<file path="src/rtl/core/obl_pkg.sv">
// shared types, widths and codes for the order book level update block
`default_nettype none

package obl_pkg;

   // field widths
   localparam int unsigned PRICE_W       = 32;
   localparam int unsigned QTY_W         = 32;
   localparam int unsigned CUM_W         = 37;
   localparam int unsigned ACTION_W      = 3;
   localparam int unsigned INDEX_OUT_W   = 5;
   localparam int unsigned COUNT_OUT_W   = 6;
   localparam int unsigned DEPTH_W       = 6;
   localparam int unsigned CSR_INDEX_W   = 1;
   localparam int unsigned CSR_DATA_W    = 6;

   // default book size
   localparam int unsigned LEVELS_DEFAULT = 32;

   // register reset values
   localparam logic [DEPTH_W-1:0] DEPTH_RESET     = 6'd32;
   localparam logic               ASCENDING_RESET = 1'b1;

   // register indexes
   localparam logic [CSR_INDEX_W-1:0] REG_ACTIVE_DEPTH   = 1'd0;
   localparam logic [CSR_INDEX_W-1:0] REG_SORT_ASCENDING = 1'd1;

   // action codes reported with every result
   localparam logic [ACTION_W-1:0] ACT_IGNORED       = 3'd0;
   localparam logic [ACTION_W-1:0] ACT_REMOVED       = 3'd1;
   localparam logic [ACTION_W-1:0] ACT_CHANGED       = 3'd2;
   localparam logic [ACTION_W-1:0] ACT_INSERTED      = 3'd3;
   localparam logic [ACTION_W-1:0] ACT_INSERTED_DROP = 3'd4;

   // cell load selects
   localparam logic [2:0] SEL_HOLD  = 3'd0;
   localparam logic [2:0] SEL_NEW   = 3'd1;
   localparam logic [2:0] SEL_QTY   = 3'd2;
   localparam logic [2:0] SEL_LEFT  = 3'd3;
   localparam logic [2:0] SEL_RIGHT = 3'd4;
   localparam logic [2:0] SEL_HEAD  = 3'd5;

   // one price level
   typedef struct packed {
      logic [PRICE_W-1:0] price;
      logic [QTY_W-1:0]   quantity;
   } level_type;

   // per-cell command
   typedef struct packed {
      logic [2:0] sel;
      logic       ascending;
   } cell_cmd_type;

   // per-cell compare result against the update price
   typedef struct packed {
      logic match;
      logic better;
   } cell_flags_type;

endpackage

`default_nettype wire

</file>
<file path="src/rtl/core/obl_cell.sv">
// one price level cell of the book row
`default_nettype none

module obl_cell import obl_pkg::*; (
   input  wire logic           clock,
   input  wire cell_cmd_type   cmd,
   input  wire logic [PRICE_W-1:0] key_price,
   input  wire level_type      new_level,
   input  wire level_type      left_level,
   input  wire level_type      right_level,
   input  wire level_type      head_level,
   output level_type           level,
   output cell_flags_type      flags
);

   level_type level_ff;
   level_type level_in;

   // compare the update price with the held level
   always_comb begin
      flags.match  = (level_ff.price == key_price);
      flags.better = cmd.ascending ? (key_price < level_ff.price)
                                   : (key_price > level_ff.price);
   end

   // next content of the cell
   always_comb begin
      level_in = level_ff;
      case (cmd.sel)
         SEL_HOLD:  level_in = level_ff;
         SEL_NEW:   level_in = new_level;
         SEL_QTY:   level_in.quantity = new_level.quantity;
         SEL_LEFT:  level_in = left_level;
         SEL_RIGHT: level_in = right_level;
         SEL_HEAD:  level_in = head_level;
         default:   level_in = level_ff;
      endcase
   end

   // level storage
   always_ff @(posedge clock) begin
      level_ff <= level_in;
   end

   assign level = level_ff;

endmodule

`default_nettype wire

</file>
<file path="config.mk">
export PLATFORM = sky130hd
export DESIGN_NAME = obl_cell
export DESIGN_NICKNAME = d
export VERILOG_FILES = /design/src/rtl/core/obl_pkg.sv /design/src/rtl/core/obl_cell.sv
export SDC_FILE = /design/constraint.sdc
export NUM_CORES = 1
export LEC_CHECK = 0
export BUFFER_PORTS_ARGS = -buffer_cell sky130_fd_sc_hd__buf_2
export CAP_MARGIN = 20
export CORE_AREA = 10 10 131 133
export DETAILED_ROUTE_END_ITERATION = 7
export DIE_AREA = 0 0 141 143
export HOLD_SLACK_MARGIN = 0.05
export PLACE_DENSITY = 0.67
export SLEW_MARGIN = 20
export SYNTH_ARGS = -nofsm -noshare
export SYNTH_HDL_FRONTEND = slang
export SYNTH_SLANG_ARGS = --single-unit
</file>
<file path="constraint.sdc">
create_clock -name clock -period 4.5 [get_ports clock]
set_clock_uncertainty 0.2 [all_clocks]
set_input_delay 0.225 -clock clock [delete_from_list [all_inputs] [get_ports clock]]
set_output_delay 0.225 -clock clock [all_outputs]
set_load 0.01 [all_outputs]
</file>
==> Yosys cells after proc, flatten, opt, wreduce, memory -nomap -nowiden <==
Cells that the tools add are included.
{ "classes": {"n_eq_ne": 6, "muxes": 3, "magnitude_cmp": 2, "reduce_logical": 3} }
{ "ops": {"columns": ["operator", "count"], "rows": [
  ["one-hot mux 32 bit (4 select lines)", 2],
  ["equality test 32 bit", 1],
  ["greater-than comparator 32 bit", 1],
  ["< comparator 32 bit", 1],
  ["nonzero test 4 bit", 2],
  ["equality test 3 x 2 -> 1 bit (second input constant)", 2],
  ["equality test 3 bit (second input constant)", 2],
  ["equality test 3 x 1 -> 1 bit (second input constant)", 1],
  ["OR reduction 2 bit", 1],
  ["two-way mux 1 bit", 1]
]} }
{ "totals": {"word_cells": 16, "register_bits": 64} }

==> Depth between registers and ports, before layout <==
{ "depth": {"depth_word": 3, "depth_mapped": 8} }

==> Worst setup path before layout <==
No wires, ideal clock.
{ "synth_timing": {"kind": "input -> register", "startpoint": "input port cmd[1] in the netlist's numbering", "endpoint": "register level_ff (netlist bit level[32]), enable pin", "n_path_buf": 1, "path_slack_ps": 1123, "t_arrival_ps": 2711, "setup_ps": 466, "cell_stages": 3, "path_cell_list": "clkbuf_1 > inv_2 > o21ai_0"} }
{ "synth_between": {"elab_chain_cells": 2} }
{ "synth_lines": {"columns": ["item", "line_no", "source"], "rows": [
  ["start, declared", "obl_cell.sv:6", "input wire cell_cmd_type cmd,"],
  ["equality test 3 bit (tied with other cells)", "obl_cell.sv:29", "case (cmd.sel)"],
  ["nonzero test 4 bit (no line) *", null, null],
  ["end signal, assigned", "obl_cell.sv:42", "level_ff <= level_in;"],
  ["end, declared", "obl_cell.sv:16", "level_type level_ff;"]
]} }
Every way passes the cells marked *; elsewhere a longest branch is shown, timed or not.
A chain may end at the register's enable or synchronous reset.

==> key figures <==
Min path
  – Hold WC Path Type: in2reg

Synth
  – Mapped Cells: 410
  – Synthesized area per cell: 11.08 sq um
  – Sequential fraction of the synthesis area: 42.31%
  – Top area cells in the synthesized netlist: edfxtp_1, o221a_1, mux2i_1
  – Asr flop ratio synth: 0%
  – Cell taking the most area after synthesis: edfxtp_1
  – Netlist cell types: 36
  – Main flop type after synthesis: edfxtp_1
  – Synthesized flop and latch total: 64
  – Post-synth top area share: 42.31%
  – Post-Syn Area: 4542 sq um
  – Net count after synthesis: 735
  – Yosys warning count: 0
  – Post-synth EDFFs: 64

Die
  – I/O pin count: 359
  – Die Y: 143 um
  – Die ar.: 20160 sq um
  – CORE AREA: 14420 sq um
  – DIE WIDTH: 141 um
  – Starting Density: 31.49%
  – Row count: 44

Cells and area
  – Filler Cell Count: 1278
  – Post-route insts no fill: 1050
  – Register area: 1922 sq um
  – Most frequent cells in the layout: buf_2, dlygate4sd3_1, nand2_1
  – Final core occ: 54.16%
  – NumNets Final: 1182
  – Max FFs per register: 64
  – Synth-to-layout area growth: 72.01%
  – Layout cell share with drive strength beyond 1: 44.83%
  – Cell area after layout: 7812 sq um
  – Area of the multi-input gates: 2390 sq um
  – Most common cell after layout, fill and taps aside: buf_2

STA
  – Fin worst setup slack: 1.690 ns
  – Pin slew with the least headroom to its limit: 0.7261 ns
  – Max Clk Rate: 355.9 MHz
  – Hold slack final: 0.05981 ns
  – Final Hold Fails: 0
  – Relative slew margins: 51.49%
  – Min Tclk post-route: 2.810 ns
  – Max Slew Vio Count: 0
  – Setup-failing EPs final: 0
  – RSZ-0062 raised after global routing: no
  – TNS Setup: 0 ns
  – Fin crit share: 62.45%

Power and ir drop
  – Sequential power share: 36.7%
  – Comb pwr share: 32.0%
  – Total chip power: 2.145 mW
  – Internal power: 1.535 mW
  – Sw frac: 28.42%
  – Lkg Pwr: 3.815 nW
  – Net Sw Power: 609.5 uW
  – PwrDens: 274.5 nW/um^2
  – Worst vdd ir: 0.1646 mV
  – Clock power share: 31.3%

Status
  – Status: complete, no violations

Global route
  – Largest net degree at the start of global routing: 60
  – First-pass GRT wire length: 31820 um
  – GRT overflow: 0
  – Gr usage total: 20.47%
  – Antenna violations before repair: 6
  – Vias in the first global route: 5634

Worst setup path
  – Kind of cell adding the most delay to the critical path: simple AND/OR/NAND/NOR gates
  – CP Cell Sequence: inv_1 -> ha_1 -> nand4_2 -> or4_1 -> o211ai_1 -> a21oi_1 -> o31ai_2 -> buf_2
  – CP Class: reg2out
  – WP buf/inv: 2
  – Setup crit end kind: output port
  – Critical path fanouts, max: 4
  – Arrival time worst endpoint: 2.39 ns
  – Critical path data required time: 4.07 ns
  – Critical path startpoint category: flip-flop
  – Worst path slowest cell: or4_1
  – Max incr delay on CP: 0.56 ns

Run
  – Max-cap check violation count: 0

Clocking
  – CTS tree: done
  – Cts bufs inserted: 9
  – Clk buf depth: 2
  – Worst-path clk slew: 0.05 ns
  – Clk sink count: 64
  – Setup Fix Bufs, Post-CTS: 0
  – Clock Tree Root: clkbuf_16
  – H-tree levels: 3

Placed design
  – Buffers added on ports: 358
  – Dpl hpwl: 17090 um
  – Dpl cells: 930
  – Final RePlAce weighted congestion: 0.8506
  – Placed instance area: 6505 sq um
  – DP Worst Slack: 1.989 ns

Routing
  – Total number of vias: 5181
  – First-pass DRT Iterations: 4
  – DR iter-0 viols: 271
  – Routed len/inst: 20.91 um
  – Mean number of vias per cell: 4.934
  – Final WL: 21960 um
  – Antenna-violating nets left: 0
  – DRC: 0
power by group through the flow:
| stage | clock network, mW | logic [mW] | registers, mW |
|---|---|---|---|
| finish | 0.672 | 0.686 | 0.787 |
| CTS | 0.689 | 0.681 | 0.787 |
| global placement | 0 | 0.584 | 0.795 |
| floorplan | 0 | 0.249 | 0.840 |
| global route | 0.712 | 0.754 | 0.794 |
| detailed placement | 0 | 0.585 | 0.798 |
synthesized netlist by cell type (2+ instances only):
library cell   n
inv_1         34
o221a_1       59
a221o_1        6
ha_1          32
nor4_1         2
mux2i_1       64
nor2_1        10
o21ai_0        2
nand2_1       68
nand4_1        5
a211o_1        2
clkbuf_1      14
buf_2          6
nand3_1        3
edfxtp_1      64
a21o_1         2
buf_4          6
a21oi_1       13
worst paths after layout:
path / from / endpoint / slack, ns / depth (start not counted)
worst max-delay path: level[63] / flags[0] / 1.69 / 8
worst min-delay path: new_level[36] / level[36] / 0.06 / 2
layout make-up:
type                    instances  share of cell area (%)
multi-input cells             284                   30.59
diodes                          5                  0.1602
well taps                     184                   2.947
clock inverters                 6                  0.6566
clock buffers                   9                   2.883
repair buffers                463                   36.48
flip-flops and latches         64                   24.60
inverters                      35                   1.682
repair_timing:
| item | in CTS | in global routing |
|---|---|---|
| gates resized for setup | 0 | 0 |
| hold buffers | 99 | 0 |
| hold endpoints to repair | 53 | 0 |
logic make-up (layout without fill, tap and decap cells):
family / count (synthesis) / in the layout / synth area share, %
buffers and inverters: 62 / 513 / 5.785
DFF: 64 / 64 / 42.31
adders and majority gates: 32 / 32 / 8.815
muxes: 64 / 64 / 14.10
and+or+nand+nor: 96 / 96 / 9.146
AOI/OAI and AO/OA: 92 / 92 / 19.83
other: 0 / 5 / 0
metal layers:
metal	vias to the layer above	global-route usage, %	wire, um
met3	29	8.226	2266
met2	282	35.76	11360
met5	-	0.9975	0
met1	2373	21.26	7861
met4	0	8.859	467
li1	2497	-	-
Note: power is estimated with default switching activity, not from simulation.
